[src/rtl/rdr_isqrt.sv]
// Pipelined integer square root, one result bit per register stage.
// Standalone; used by radial_deadzone_rescale_unit.
module rdr_isqrt #(
	parameter int W  = 16,
	parameter int TW = 1
) (
	input  logic            clk,
	input  logic            arst_n,
	input  logic            en,
	input  logic            in_valid,
	input  logic [2*W-1:0]  n,
	input  logic [TW-1:0]   tag,
	output logic            out_valid,
	output logic [W-1:0]    root,
	output logic [TW-1:0]   out_tag
);

	localparam int DW = 2 * W + 1;

	logic            v_p    [0:W];
	logic [2*W-1:0]  rem_p  [0:W];
	logic [W-1:0]    root_p [0:W];
	logic [TW-1:0]   tag_p  [0:W];

	assign v_p[0]    = in_valid;
	assign rem_p[0]  = n;
	assign root_p[0] = '0;
	assign tag_p[0]  = tag;

	for (genvar k = 0; k < W; k++) begin : g_step
		localparam int B = W - 1 - k;
		logic [DW-1:0]  delta;
		logic           take;
		logic [2*W-1:0] rem_n;
		logic [W-1:0]   root_n;

		// Try setting root bit B: cost is 2^(B+1)*root + 4^B
		always_comb begin
			delta  = (DW'(root_p[k]) << (B + 1)) + (DW'(1) << (2 * B));
			take   = DW'(rem_p[k]) >= delta;
			rem_n  = take ? (2*W)'(DW'(rem_p[k]) - delta) : rem_p[k];
			root_n = take ? (root_p[k] | (W'(1) << B)) : root_p[k];
		end

		always_ff @(posedge clk or negedge arst_n) begin
			if (!arst_n) begin
				v_p[k+1] <= 1'b0;
			end else if (en) begin
				v_p[k+1] <= v_p[k];
			end
		end

		always_ff @(posedge clk) begin
			if (en) begin
				rem_p[k+1]  <= rem_n;
				root_p[k+1] <= root_n;
				tag_p[k+1]  <= tag_p[k];
			end
		end
	end

	assign out_valid = v_p[W];
	assign root      = root_p[W];
	assign out_tag   = tag_p[W];

endmodule

[config.mk]
export PLATFORM = sky130hd
export DESIGN_NAME = rdr_isqrt
export DESIGN_NICKNAME = d
export VERILOG_FILES = /design/src/rtl/rdr_isqrt.sv
export SDC_FILE = /design/constraint.sdc
export NUM_CORES = 1
export LEC_CHECK = 0
export ABC_AREA = 1
export BUFFER_PORTS_ARGS = -buffer_cell sky130_fd_sc_hd__buf_4
export CAP_MARGIN = 20
export CORE_ASPECT_RATIO = 1.1
export CORE_UTILIZATION = 46
export DETAILED_ROUTE_END_ITERATION = 7
export GPL_TIMING_DRIVEN = 1
export SYNTH_ARGS = -nofsm -noshare
export SYNTH_HDL_FRONTEND = slang
export SYNTH_SLANG_ARGS = --single-unit
[constraint.sdc]
create_clock -name clk -period 3.81 [get_ports clk]
set_clock_uncertainty 0.15 [all_clocks]
set_input_delay 0.5715 -clock clk [delete_from_list [all_inputs] [get_ports clk]]
set_output_delay 0.5715 -clock clk [all_outputs]
set_load 0.01 [all_outputs]
==> run_summary.xml <==
<?xml version="1.0" encoding="UTF-8"?>
<metrics>
  <group name="synthesis">
    <metric name="netlist_instances" unit="">3753</metric>
    <metric name="synthDominantCellAreaShare" unit="">0.548</metric>
    <metric name="synth.net_count" unit="">3940</metric>
    <metric name="synth.distinct_cells" unit="">52</metric>
    <metric name="async_flop_share" unit="">0.0247</metric>
    <metric name="largest_family_of_logic_cells_by_synthesized_area" unit="">simple AND/OR/NAND/NOR gates</metric>
    <metric name="synth-edff-count" unit="">632</metric>
    <metric name="synth.top_cells.by_count" unit="">sky130_fd_sc_hd__nand2_1, sky130_fd_sc_hd__edfxtp_1, sky130_fd_sc_hd__inv_1</metric>
    <metric name="yosysMostFrequentCell" unit="">sky130_fd_sc_hd__nand2_1</metric>
    <metric name="synth.yosys.warnings" unit="">0</metric>
    <metric name="synthXorXnorAreaFrac" unit="">0.0271</metric>
    <metric name="synthMuxAreaShare" unit="">0.000650</metric>
    <metric name="ys_seq_area_frac" unit="">0.560</metric>
    <metric name="ys_top_cells_by_area" unit="">sky130_fd_sc_hd__edfxtp_1, sky130_fd_sc_hd__nand2_1, sky130_fd_sc_hd__inv_1</metric>
    <metric name="yosys.area_share.adder" unit="">0.0542</metric>
    <metric name="synth_simple_gate_area_share" unit="">0.237</metric>
    <metric name="post_synth.cell_area_avg" unit="um2">9.23</metric>
    <metric name="summed_instance_area_of_the_synthesized_netlist" unit="mm2">0.0346</metric>
    <metric name="synth.largest_area_cell" unit="">sky130_fd_sc_hd__edfxtp_1</metric>
    <metric name="synth-seq-cells" unit="">648</metric>
    <metric name="dominantRegCellSynth" unit="">sky130_fd_sc_hd__edfxtp_1</metric>
    <metric name="synth_compound_gate_area_share" unit="">0.0513</metric>
  </group>
  <group name="timing">
    <metric name="timing.setup.tns" unit="ns">0</metric>
    <metric name="final_hold_viol_count" unit="">0</metric>
    <metric name="report.final.slew_viol_count" unit="">0</metric>
    <metric name="slew_headroom" unit="">0.379</metric>
    <metric name="finalSetupViolations" unit="">0</metric>
    <metric name="worst_slew_pin_slew" unit="ns">0.930</metric>
    <metric name="setup_repair_after_global_routing_missed_its_margin" unit="">false</metric>
    <metric name="fin_crit_sh" unit="">0.753</metric>
    <metric name="maxClockFrequency" unit="GHz">0.349</metric>
    <metric name="period_minus_slack" unit="ns">2.87</metric>
  </group>
  <group name="route">
    <metric name="viasPerCell" unit="">5.04</metric>
    <metric name="wire_per_inst" unit="um">16.9</metric>
    <metric name="drc" unit="">0</metric>
    <metric name="wirelength" unit="mm">83.3</metric>
    <metric name="top_layer" unit="">met4</metric>
    <metric name="first_iter_violations" unit="">1474</metric>
    <metric name="drt_first_pass_iters" unit="">5</metric>
    <metric name="ant_nets" unit="">0</metric>
    <metric name="dr_total_vias" unit="">24800</metric>
    <metric name="dr_wl_met2" unit="mm">44.0</metric>
    <metric name="m1WireLength" unit="mm">33.7</metric>
    <metric name="met3RoutedLength" unit="mm">2.62</metric>
  </group>
  <group name="setup_path">
    <metric name="crit_path_start_kind" unit="">register</metric>
    <metric name="crit_buf_inv" unit="">0</metric>
    <metric name="worstPathCellList" unit="">ha_1, nand2_1, nor2_2, nor2_4, o21ai_4, nand2_4, nand2_2, nor2_4, a21oi_1</metric>
    <metric name="worstSetupPathType" unit="">reg2reg</metric>
    <metric name="reg2reg_depth" unit="">9</metric>
    <metric name="critical_path_cell_count" unit="">9</metric>
    <metric name="timing.critical_path.slowest_stage_cell" unit="">sky130_fd_sc_hd__nor2_4</metric>
    <metric name="cpLargestDelayFamily" unit="">simple AND/OR/NAND/NOR gates</metric>
    <metric name="endpoint_kind" unit="">register</metric>
    <metric name="critical_path.max_stage_delay" unit="ns">0.65</metric>
    <metric name="worst-endpoint-required" unit="ns">3.95</metric>
    <metric name="cp_max_fo" unit="">28</metric>
    <metric name="cp_common_cell" unit="">sky130_fd_sc_hd__nor2_4</metric>
    <metric name="cp_data_arrival_time" unit="ns">3.00</metric>
  </group>
  <group name="die">
    <metric name="floorplan.die.width" unit="um">264</metric>
    <metric name="dieHeight" unit="um">290</metric>
    <metric name="start_util" unit="">0.465</metric>
    <metric name="io-pin-count" unit="">55</metric>
    <metric name="die-area" unit="mm2">0.0764</metric>
    <metric name="core_area" unit="mm2">0.0745</metric>
    <metric name="num_rows" unit="">105</metric>
  </group>
  <group name="hold_path">
    <metric name="worst_min_delay_path_category" unit="">in2reg</metric>
    <metric name="hold_depth" unit="">3</metric>
  </group>
  <group name="power">
    <metric name="pwr_dens" unit="mW/mm2">540</metric>
    <metric name="p_leak" unit="nW">17.0</metric>
    <metric name="ir_drop" unit="mV">0.456</metric>
  </group>
  <group name="layout">
    <metric name="final_design_area_no_fill" unit="mm2">0.0390</metric>
    <metric name="drive_above_1_share" unit="">0.0775</metric>
    <metric name="fin_util" unit="">0.524</metric>
    <metric name="fill_cells" unit="">6791</metric>
    <metric name="diodes" unit="">0</metric>
    <metric name="layout-area-overhead-vs-synth" unit="%">12.7</metric>
    <metric name="finish.net_count" unit="">4088</metric>
  </group>
  <group name="global_route">
    <metric name="vias_in_the_first_global_route" unit="">24600</metric>
    <metric name="grt-ovfl-total" unit="">0</metric>
    <metric name="grt_max_degree" unit="">94</metric>
    <metric name="grtUsageTotal" unit="">0.221</metric>
    <metric name="initial_antenna_violation_count" unit="">0</metric>
    <metric name="grt_first_pass_wirelength" unit="mm">131</metric>
  </group>
  <group name="clock_network">
    <metric name="htree_num_levels" unit="">3</metric>
    <metric name="cts.sinks" unit="">648</metric>
    <metric name="cts_inserted_buffers" unit="">74</metric>
    <metric name="clockBufferDepth" unit="">3</metric>
    <metric name="clk_pin_slew_worst_paths" unit="ns">0.06</metric>
    <metric name="cts-resized-gates" unit="">0</metric>
    <metric name="clock_latency" unit="ns">0.63</metric>
    <metric name="clock_tree_from_tritoncts" unit="">yes</metric>
    <metric name="cts_root_buffer" unit="">sky130_fd_sc_hd__clkbuf_16</metric>
  </group>
  <group name="placement">
    <metric name="place_congestion" unit="">0.936</metric>
    <metric name="dpl_wire_length" unit="mm">64.5</metric>
    <metric name="port_buffers" unit="">54</metric>
    <metric name="placed_cell_area" unit="mm2">0.0362</metric>
  </group>
  <group name="status">
    <metric name="status" unit="">finished, final reports clean</metric>
  </group>
  <group name="flow_run">
    <metric name="cap_violations" unit="">0</metric>
  </group>
</metrics>
[through the flow]
step                      worst slack (ns)  total power [W]  hold slack [ns]  std cells
after floorplan                       1.70           0.0125            0.126       3753
final                                0.943           0.0211           0.0419       4926
after CTS                            0.949           0.0213           0.0106       4926
after global placement               0.960           0.0139            0.250       4756
after detailed placement             0.976           0.0139            0.255       4756
after global routing                 0.759           0.0222           0.0440       4926
[registers in the layout, summed over array words and instances (netlist names)]
register,flops
v_p,15
root,16
root_p,120
out_tag,1
rem_p,480
tag_p,15
out_valid,1
[routing by layer]
| metal | vias up | track usage |
|---|---|---|
| met5 | - | 0 |
| met1 | 11500 | 0.248 |
| met3 | 151 | 0.0241 |
| met2 | 453 | 0.425 |
| met4 | 0 | 0.0879 |
| li1 | 12700 | - |
[kinds of logic (layout without fill, tap and decap cells)]
kind of cell	Yosys count	after routing
and+or+nand+nor	1940	1940
DFF	648	648
buffers and inverters	601	811
AOI/OAI and AO/OA	305	305
adders and majority gates	150	150
xor gates and xnor gates	107	107
muxes	2	2
[worst register-to-register path, stage by stage (launching register included)]
cell                       delay [ns]
sky130_fd_sc_hd__edfxtp_1        0.39
sky130_fd_sc_hd__ha_1            0.46
sky130_fd_sc_hd__nand2_1         0.17
sky130_fd_sc_hd__nor2_2          0.06
sky130_fd_sc_hd__nor2_4          0.20
sky130_fd_sc_hd__o21ai_4         0.10
sky130_fd_sc_hd__nand2_4         0.10
sky130_fd_sc_hd__nand2_2         0.08
sky130_fd_sc_hd__nor2_4          0.65
sky130_fd_sc_hd__a21oi_1         0.19
[layout make-up]
cell class / count / area [um2] / share of cell area
Sequential cell: 648 / 19400 / 0.496
Multi-Input combinational cell: 2504 / 12800 / 0.329
Tap cell: 963 / 1200 / 0.0309
Clock inverter: 52 / 628 / 0.0161
Inverter: 572 / 2150 / 0.0552
Clock buffer: 86 / 1930 / 0.0494
Timing Repair Buffer: 101 / 921 / 0.0236
[power breakdown]
group	internal [W]	leakage (nW)	total [W]	switching (W)
Sequential	0.00890	6.25	0.00953	0.000629
Combinational	0.00149	9.47	0.00424	0.00274
Clock	0.00432	1.23	0.00732	0.00301
Total	0.0147	17.0	0.0211	0.00638
[placed cells by master, fill, tap and decap left out, types with 8 or more instances in the layout]
| cell type | count |
|---|---|
| sky130_fd_sc_hd__clkinv_2 | 14 |
| sky130_fd_sc_hd__dfrtp_1 | 16 |
| sky130_fd_sc_hd__o21ai_0 | 77 |
| sky130_fd_sc_hd__xnor2_1 | 42 |
| sky130_fd_sc_hd__clkbuf_16 | 75 |
| sky130_fd_sc_hd__dlygate4sd3_1 | 32 |
| sky130_fd_sc_hd__clkbuf_1 | 10 |
| sky130_fd_sc_hd__nand4_1 | 65 |
| sky130_fd_sc_hd__nand3_1 | 200 |
| sky130_fd_sc_hd__nand3b_1 | 35 |
| sky130_fd_sc_hd__buf_4 | 62 |
| sky130_fd_sc_hd__o21bai_1 | 10 |
| sky130_fd_sc_hd__nor2_1 | 388 |
| sky130_fd_sc_hd__nor2_4 | 8 |
| sky130_fd_sc_hd__nor2_2 | 11 |
| sky130_fd_sc_hd__nor4_1 | 23 |
| sky130_fd_sc_hd__clkinv_1 | 13 |
| sky130_fd_sc_hd__xor2_1 | 65 |
| sky130_fd_sc_hd__a21oi_1 | 138 |
| sky130_fd_sc_hd__nand2_2 | 19 |
| sky130_fd_sc_hd__bufinv_16 | 9 |
| sky130_fd_sc_hd__o21ai_1 | 17 |
| sky130_fd_sc_hd__nor3_1 | 42 |
| sky130_fd_sc_hd__inv_1 | 563 |
| sky130_fd_sc_hd__ha_1 | 150 |
| sky130_fd_sc_hd__edfxtp_1 | 632 |
| sky130_fd_sc_hd__o21ai_2 | 22 |
| sky130_fd_sc_hd__nand2_1 | 1109 |
| sky130_fd_sc_hd__a21oi_2 | 24 |
| sky130_fd_sc_hd__or2_2 | 18 |
[worst paths after layout]
path                                 startpoint              endpoint  slack (ns)
max                        rem_p[204]$_DFFE_PP_  rem_p[189]$_DFFE_PP_        0.94
min                                    in_valid   v_p[15]$_DFFE_PN0P_        0.04
max reg2reg                rem_p[204]$_DFFE_PP_  rem_p[189]$_DFFE_PP_        0.94
min reg2reg                  tag_p[4]$_DFFE_PP_    tag_p[3]$_DFFE_PP_        0.27
max in group asynchronous                arst_n    v_p[1]$_DFFE_PN0P_        3.09
min in group asynchronous                arst_n   v_p[12]$_DFFE_PN0P_        0.23
[timing repair]
action / in CTS / in global routing
buffers inserted: 0 / 0
endpoints found under the hold margin: 47 / 0
hold buffers: 32 / 0
Note: power is estimated with default switching activity, not from simulation.
