$ cat src/rtl/rdr_div.sv
// Pipelined restoring divider, one quotient bit per register stage.
// Standalone; quotient must fit QW bits. Used by radial_deadzone_rescale_unit.
module rdr_div #(
	parameter int NW = 30,
	parameter int DW = 15,
	parameter int QW = 15,
	parameter int TW = 1
) (
	input  logic          clk,
	input  logic          arst_n,
	input  logic          en,
	input  logic          in_valid,
	input  logic [NW-1:0] num,
	input  logic [DW-1:0] den,
	input  logic [TW-1:0] tag,
	output logic          out_valid,
	output logic [QW-1:0] quo,
	output logic [TW-1:0] out_tag
);

	localparam int XW = NW + DW + QW;

	logic          v_p   [0:QW];
	logic [NW-1:0] rem_p [0:QW];
	logic [DW-1:0] den_p [0:QW];
	logic [QW-1:0] quo_p [0:QW];
	logic [TW-1:0] tag_p [0:QW];

	assign v_p[0]   = in_valid;
	assign rem_p[0] = num;
	assign den_p[0] = den;
	assign quo_p[0] = '0;
	assign tag_p[0] = tag;

	for (genvar k = 0; k < QW; k++) begin : g_step
		localparam int B = QW - 1 - k;
		logic [XW-1:0] shd;
		logic          take;
		logic [NW-1:0] rem_n;
		logic [QW-1:0] quo_n;

		// Compare and subtract the divisor shifted to bit B
		always_comb begin
			shd   = XW'(den_p[k]) << B;
			take  = XW'(rem_p[k]) >= shd;
			rem_n = take ? NW'(XW'(rem_p[k]) - shd) : rem_p[k];
			quo_n = take ? (quo_p[k] | (QW'(1) << B)) : quo_p[k];
		end

		always_ff @(posedge clk or negedge arst_n) begin
			if (!arst_n) begin
				v_p[k+1] <= 1'b0;
			end else if (en) begin
				v_p[k+1] <= v_p[k];
			end
		end

		always_ff @(posedge clk) begin
			if (en) begin
				rem_p[k+1] <= rem_n;
				den_p[k+1] <= den_p[k];
				quo_p[k+1] <= quo_n;
				tag_p[k+1] <= tag_p[k];
			end
		end
	end

	assign out_valid = v_p[QW];
	assign quo       = quo_p[QW];
	assign out_tag   = tag_p[QW];

endmodule

$ cat config.mk
export PLATFORM = sky130hd
export DESIGN_NAME = rdr_div
export DESIGN_NICKNAME = d
export VERILOG_FILES = /design/src/rtl/rdr_div.sv
export SDC_FILE = /design/constraint.sdc
export NUM_CORES = 1
export LEC_CHECK = 0
export BUFFER_PORTS_ARGS = -buffer_cell sky130_fd_sc_hd__buf_4
export CAP_MARGIN = 25
export CORE_MARGIN = 2
export CORE_UTILIZATION = 40
export DETAILED_ROUTE_END_ITERATION = 6
export GPL_ROUTABILITY_DRIVEN = 1
export PLACE_DENSITY_LB_ADDON = 0.25
export SLEW_MARGIN = 10
export SYNTH_ARGS = -nofsm -noshare
export SYNTH_HDL_FRONTEND = slang
export SYNTH_SLANG_ARGS = --single-unit
$ cat constraint.sdc
create_clock -name clk -period 2.9 [get_ports clk]
set_input_delay 0.29 -clock clk [delete_from_list [all_inputs] [get_ports clk]]
set_output_delay 0.29 -clock clk [all_outputs]
set_load 0.03 [all_outputs]
==> summary.txt, run 1 <==
Outcome
  – Status: finished, final reports clean

Pwr
  – Switch Pwr: ~14 mW
  – Power Density: approximately 870 mW/mm^2
  – Net Sw Frac: 32.2%
  – Logic gate share of total power: 35.7%
  – Max VDD drop: 0.488 mV
  – Leak: around 19 nW
  – Cell Int Power: 29.0 mW
  – Clock share of power: 25.1%
  – Sequential fraction of design power: 39.3%

Detailed routing
  – Via count: 26500
  – DR WL met3: roughly 2200 um
  – Met1 wire length: approximately 30000 um
  – Residual DRC count: 0
  – Post-route ant nets: 0
  – Vias per cell: approximately 5.1
  – Uppermost routed layer: met4
  – DR WL met2: 48500 um
  – Drt total wl: 85700 um
  – 1st-iter DRT viols: 1422
  – Avg WL per Cell: between 15 and 20 um
  – DRT Pass-1 Iters: 5

Timing
  – Tightest Pin Transition: roughly 660 ps
  – Max_slew headroom: 55.6%
  – Hold Violations, Final: 0
  – RSZ-0062 raised after global routing: yes
  – Fin crit share: 99.9%
  – Tmin final: 2900 ps
  – Fin. max-slew vios: 0
  – Final setup violation count: 0
  – Maximum clock frequency: 345 MHz
  – Hold WS: 54.3 ps
  – Final Skew: 24.3 ps

Clock tree
  – Root buf cell: clkbuf_16
  – Clock Latency Late Sink: around 670 ps
  – TritonCTS clock tree: built
  – Clock Pin Slew Worst Setup and Hold Paths: 60 ps
  – Clock Path Buffers: 3
  – CTS H-tree lvls: 3
  – Clk sink count: approximately 800
  – CTS Buf Count: 86

Layout
  – Filler cells: ~8600
  – Area Overhead vs Synth: 23.0%
  – Final core occ: 49.7%
  – Most common cell after layout, fill and taps aside: edfxtp_1
  – Final cell count without fillers: 5160
  – Share of layout cells above drive strength 1: between 20% and 30%
  – Most frequent cells in the layout: 765 x edfxtp_1, 431 x buf_4, 300 x inv_1, 244 x nor2_1, 214 x ha_1
  – Final-stage net count: 4097
  – Antenna Cells: 0

Place
  – Placed Cells: 4930
  – Post-DP HPWL: 63900 um
  – Port bufs: 66
  – Placer Congestion: 0.882

Synth
  – Sequential area share after synthesis: between 50% and 60%
  – Unique cell type count in the Yosys netlist: 81
  – Average size of a mapped cell: 12.1 um^2
  – Asr flop ratio synth: 1.92%
  – Post-synthesis instance total: 3275
  – Synth Area in Simple Gates: approximately 11%
  – Largest family of logic cells by synthesized area: compound AO/OA/AOI/OAI gates
  – Top post-synthesis cells by area: edfxtp_1 58%, ha_1 7.1%, xnor2_1 3.2%, a21oi_1 2.9%, inv_1 2.9%
  – Main flop type after synthesis: edfxtp_1
  – Post-synth top area share: 57.8%
  – Post-synthesis mux area share: 2.00%
  – Number of enable flip-flop cells after synthesis: 765
  – Synth Area in Compound Gates: a little under an eighth
  – Area leader, netlist: edfxtp_1
  – Ys Warns: 0
  – Post-Synth XOR/XNOR Area: 5.22%
  – Adder-cell share of the synthesized area: 7.79%
  – Synthesized flop and latch total: 780
  – Mapped Nets: about 3600
  – Syn Std Cell Area: 0.0397 mm^2

Worst setup path
  – Worst endpoint data arrival time: 3300 ps
  – Setup crit end kind: flop
  – R2R Setup Slk: about 2.6 ps
  – Worst-path fanout max: 5
  – CP startpoint kind: flop
  – Setup CP Type: flop to flop
  – CP Data Required Time: 3300 ps

Die
  – Core Box Area: 0.0984 mm^2
  – I/O pin cnt: 67
  – Die Width: 319 um
  – # rows: 115
  – Die height: ~320 um
  – Initial Util: 40.4%
  – Die area: 0.102 mm^2

Global route
  – Vias in the first global route: 27700
  – Initial antenna violation count: 0
  – Global-route wire length before repair: between 100000 and 150000 um
  – Pin count of the biggest net entering global routing: 112
  – Total track usage: around 17%
  – Grt total ovfl: 0

Flow run
  – Max Cap Viol: 0

Hold path
  – Worst Hold Class: primary input to flop
[metrics by stage]
step	setup TNS (ps)	setup WS [ps]	power, mW	cell area (um^2)
after floorplan	0	1.17	26.1	39800
after global placement	-4180	-221	31.1	44600
after detailed placement	-4440	-208	31.3	44600
after CTS	-1000	-73.7	42.4	48100
after global routing	-1990	-175	45.4	48900
final	0	2.62	42.7	48900
[logic make-up after synthesis]
| family | count (synthesis) |
|---|---|
| mux | 71 |
| flops | 780 |
| simple gates | 853 |
| fa+ha+maj | 239 |
| compound gates | 727 |
| xor+xnor | 237 |
| buf+inv | 368 |
[synthesized netlist by cell type, drive strengths merged (7+ instances only)]
| master | count |
|---|---|
| edfxtp | 765 |
| inv | 305 |
| nor2 | 252 |
| a21oi | 229 |
| ha | 225 |
| o21ai | 157 |
| nand2 | 149 |
| xnor2 | 145 |
| xor2 | 92 |
| nor3 | 76 |
| mux2 | 68 |
| a21o | 64 |
| nand3 | 55 |
| clkbuf | 44 |
| nor4 | 44 |
| o21a | 39 |
| or3 | 38 |
| nand2b | 36 |
| nand4 | 33 |
| nor2b | 31 |
| o211ai | 28 |
| a211oi | 25 |
| a31oi | 25 |
| o21bai | 19 |
| buf | 18 |
| nor4b | 17 |
| o31ai | 17 |
| nand4b | 16 |
| o31a | 16 |
| dfrtp | 15 |
| or2 | 15 |
| and2 | 14 |
| fa | 14 |
| nor3b | 14 |
| or4 | 14 |
| o2111ai | 13 |
| a31o | 11 |
| and3 | 11 |
| nand3b | 11 |
| a21boi | 10 |
| a211o | 9 |
| and4 | 8 |
| o22ai | 8 |
| a2111oi | 7 |
[per-layer routing]
layer | vias up | track usage (%)
met5 | - | 0
met4 | 0 | 8.83
met3 | 237 | 2.31
met2 | 424 | 33.9
met1 | 12600 | 16.0
li1 | 13300 | -
[layout make-up]
type	instances	area, um^2	area share [%]
timing repair buffer	507	4180	8.55
sequential	780	23300	47.8
inverter	306	1150	2.36
clock inverter	54	578	1.18
tap	1287	1610	3.29
multi-input combinational	2127	15800	32.3
clock buffer	99	2200	4.50
[path summary, 6_finish.rpt]
| check | start | to | depth (start not counted) |
|---|---|---|---|
| max reg2reg | rem_p[248] | rem_p[237] | 10 |
| max in group asynchronous | arst_n | v_p[6] | 3 |
| min reg2reg | quo_p[132] | quo_p[117] | 0 |
| max | rem_p[248] | rem_p[237] | 10 |
| min in group asynchronous | arst_n | v_p[9] | 3 |
| min | num[26] | rem_p[446] | 3 |
[worst max-delay path, stage by stage, from the launching register on]
cell,delay (ps)
edfxtp_1,440
ha_4,300
nand4b_1,130
or4b_4,520
nor4b_4,250
buf_4,160
or3_4,120
a311o_1,220
buf_4,190
nor4b_4,230
xor2_1,100
[power by group through the flow]
stage | Combinational [mW] | Sequential (mW) | Clock, mW
6_report | 15.2 | 16.8 | 10.7
3_5_place_dp | 14.3 | 17.0 | 0
2_1_floorplan | 9.58 | 16.5 | 0
5_1_grt | 16.9 | 17.0 | 11.5
4_1_cts | 14.6 | 16.7 | 11.0
3_3_place_gp | 14.2 | 16.9 | 0
[registers in the layout (all words and copies together) (netlist names)]
signal,cells
rem_p,420
quo,15
tag_p,14
out_valid,1
den_p,210
out_tag,1
quo_p,105
v_p,14
[what timing repair did]
| action | CTS | global route |
|---|---|---|
| pin swaps | 16 | 52 |
| buffers inserted | 11 | 19 |
| setup endpoints to repair | 105 | 198 |
| hold buffers | 46 | 0 |
| cloned | 2 | 1 |
| resized for setup | 45 | 142 |
| endpoints found under the hold margin | 72 | 0 |
No activity file was read; power rests on OpenSTA's default activity.
==> run 2: changes to the inputs <==
Settings changed: CTS_BUF_LIST set to sky130_fd_sc_hd__clkbuf_4.
==> summary.txt, run 2 (synthesis gave the netlist of run 1 again) <==
Place
  – Dpl cell area: 0.0446 mm^2 (unchanged)
  – Port bufs: 66 (unchanged)
  – Placer Congestion: 0.882 (unchanged)
  – Post-DP HPWL: 63900 um (unchanged)
  – Placed Cells: 4930 (unchanged)

Layout
  – Most common cell after layout, fill and taps aside: edfxtp_1 (unchanged)
  – Biggest register: rem_p (unchanged)
  – Final cell count without fillers: 5435 (was 5160)
  – Biggest regs: rem_p (420), den_p (210), quo_p (105) (unchanged)
  – Area Overhead vs Synth: 24.0% (was 23.0%)
  – Most frequent cells in the layout: 765 x edfxtp_1, 427 x buf_4, 298 x inv_1, 285 x clkbuf_4, 239 x nor2_1 (was 765 x edfxtp_1, 431 x buf_4, 300 x inv_1, 244 x nor2_1, 214 x ha_1)
  – Max reg flops: 420 (unchanged)
  – Final-stage net count: 4261 (was 4097)
  – Filler cells: 8765 (was 8627)
  – Share of layout cells above drive strength 1: 24.7% (was 21.2%)
  – Design area: 0.0493 mm^2 (was 0.0489 mm^2)

Global route
  – Total track usage: 17.1% (was 16.7%)
  – Initial antenna violation count: 2 (was 0)
  – Vias in the first global route: 29000 (was 27700)
  – Global-route wire length before repair: 139000 um (was 137000 um)
  – Grt total ovfl: 0 (unchanged)
  – Pin count of the biggest net entering global routing: 112 (unchanged)

Flow run
  – Max Cap Viol: 0 (unchanged)

Worst setup path
  – CP startpoint kind: flop (unchanged)
  – Setup crit end kind: flop (unchanged)
  – Worst-path fanout max: 5 (unchanged)
  – Setup CP Type: flop to flop (unchanged)
  – CP Data Required Time: 3660 ps (was 3300 ps)
  – Worst endpoint data arrival time: 3710 ps (was 3300 ps)

Die
  – Die area: 0.102 mm^2 (unchanged)
  – Core Box Area: 0.0984 mm^2 (unchanged)
  – Die height: 319 um (unchanged)
  – Initial Util: 40.4% (unchanged)
  – Die Width: 319 um (unchanged)
  – # rows: 115 (unchanged)
  – I/O pin cnt: 67 (unchanged)

Pwr
  – Leak: 19.5 nW (was 19.2 nW)
  – Pwr Total: 41.4 mW (was 42.7 mW)
  – Power Density: 841 mW/mm^2 (was 874 mW/mm^2)
  – Max VDD drop: 0.657 mV (was 0.488 mV)

Timing
  – Fin crit share: 102% (was 99.9%)
  – Final setup TNS: -258 ps (was 0 ps)
  – Hold WS: 152 ps (was 54.3 ps)
  – Fin. max-slew vios: 0 (unchanged)
  – Hold Violations, Final: 0 (unchanged)
  – Max_slew headroom: 55.3% (was 55.6%)
  – Final Skew: 61.6 ps (was 24.3 ps)
  – Tmin final: 2950 ps (was 2900 ps)
  – Maximum clock frequency: 339 MHz (was 345 MHz)
  – Final WS setup: -50.6 ps (was 2.62 ps)
  – RSZ-0062 raised after global routing: yes (unchanged)
  – Final setup violation count: 11 (was 0)
  – Tightest Pin Transition: 668 ps (was 664 ps)

Clock tree
  – Clock Pin Slew Worst Setup and Hold Paths: 60 ps (about the same)
  – CTS Buf Count: 206 (was 86)
  – Clock Path Buffers: 3 (unchanged)
  – CTS H-tree lvls: 4 (was 3)
  – Clk sink count: 780 (unchanged)
  – TritonCTS clock tree: built (unchanged)
  – Root buf cell: clkbuf_4 (was clkbuf_16)
  – Clock Latency Late Sink: 1070 ps (was 670 ps)

Detailed routing
  – Via count: 27500 (was 26500)
  – Vias per cell: 5.06 (was 5.14)
  – Avg WL per Cell: 16.0 um (was 16.6 um)
  – DRT Pass-1 Iters: 5 (unchanged)
  – 1st-iter DRT viols: 1350 (was 1422)
  – Post-route ant nets: 0 (unchanged)
  – Residual DRC count: 0 (unchanged)
  – Drt total wl: 87100 um (was 85700 um)

Hold path
  – Worst Hold Class: primary input to flop (unchanged)

Outcome
  – Status: complete, but fails checks (was finished, final reports clean)
  – Failing checks: setup timing
[run 2: cell count changes in the layout (fill, tap and decap cells not counted), moves of 7 or more]
| cell | before | now |
|---|---|---|
| clkbuf_1 | 13 | 0 |
| diode_2 | 0 | 8 |
| nor2_4 | 2 | 9 |
| clkbuf_4 | 0 | 285 |
| clkinv_1 | 16 | 65 |
| clkbuf_16 | 86 | 1 |
| dlygate4sd3_1 | 46 | 89 |
[run 2: metrics by stage]
| step | setup slack (ps) | util [%] |
|---|---|---|
| after CTS | -94.9 | 49.1 |
| after global routing | -123 | 50.1 |
| after global placement | -221 | 45.3 |
| final | -50.6 | 50.1 |
| after floorplan | 1.17 | - |
| after detailed placement | -208 | 45.3 |
[run 2: critical path: stages, from the launching register on]
cell	delay [ps]
edfxtp_1	380
or3_4	400
or3_4	340
or3_4	340
or3_4	370
a311o_1	360
buf_6	180
mux2_4	290
[run 2: worst paths after layout]
| check | slack, ps | from | depth (start not counted) | to |
|---|---|---|---|---|
| worst min-delay path | 150 | num[18] | 3 | rem_p[438] |
| worst min register to register | 370 | tag_p[8] | 0 | tag_p[7] |
| max in group asynchronous | 2080 | arst_n | 3 | v_p[6] |
| worst max register to register | -50 | rem_p[263] | 7 | rem_p[225] |
| min in group asynchronous | 390 | arst_n | 3 | v_p[9] |
| worst max-delay path | -50 | rem_p[263] | 7 | rem_p[225] |
[run 2: timing repair]
item,4_1_cts,5_1_grt
hold buffers,89,0
gates resized for setup,47,165
cloned,2,2
pin swaps,9,65
endpoints found under the hold margin,764,0
endpoints found under the setup margin,89,213
setup buffers,7,23
[run 2: routing by layer]
layer / track usage [%] / part of all wire [%] / vias to the layer above
li1: - / - / 13800
met1: 15.6 / 35 / 13000
met2: 34.2 / 57 / 505
met3: 3.33 / 3.2 / 226
met4: 9.91 / 4.7 / 0
met5: 0 / 0 / -
[run 2: area by class of cell]
class	instances	area, um^2	area share [%]
Sequential cell	780	23300	47.4
Clock inverter	91	484	0.983
Tap cell	1287	1610	3.27
Antenna cell	8	20.0	0.0406
Timing Repair Buffer	551	4660	9.45
Clock buffer	285	2140	4.34
Inverter	306	1150	2.34
Multi-Input combinational cell	2127	15900	32.2
[run 2: power breakdown]
part	switching, mW	internal [mW]
Combinational	7.92	7.38
Clock	4.51	4.85
Sequential	1.36	15.4
Total	13.8	27.6
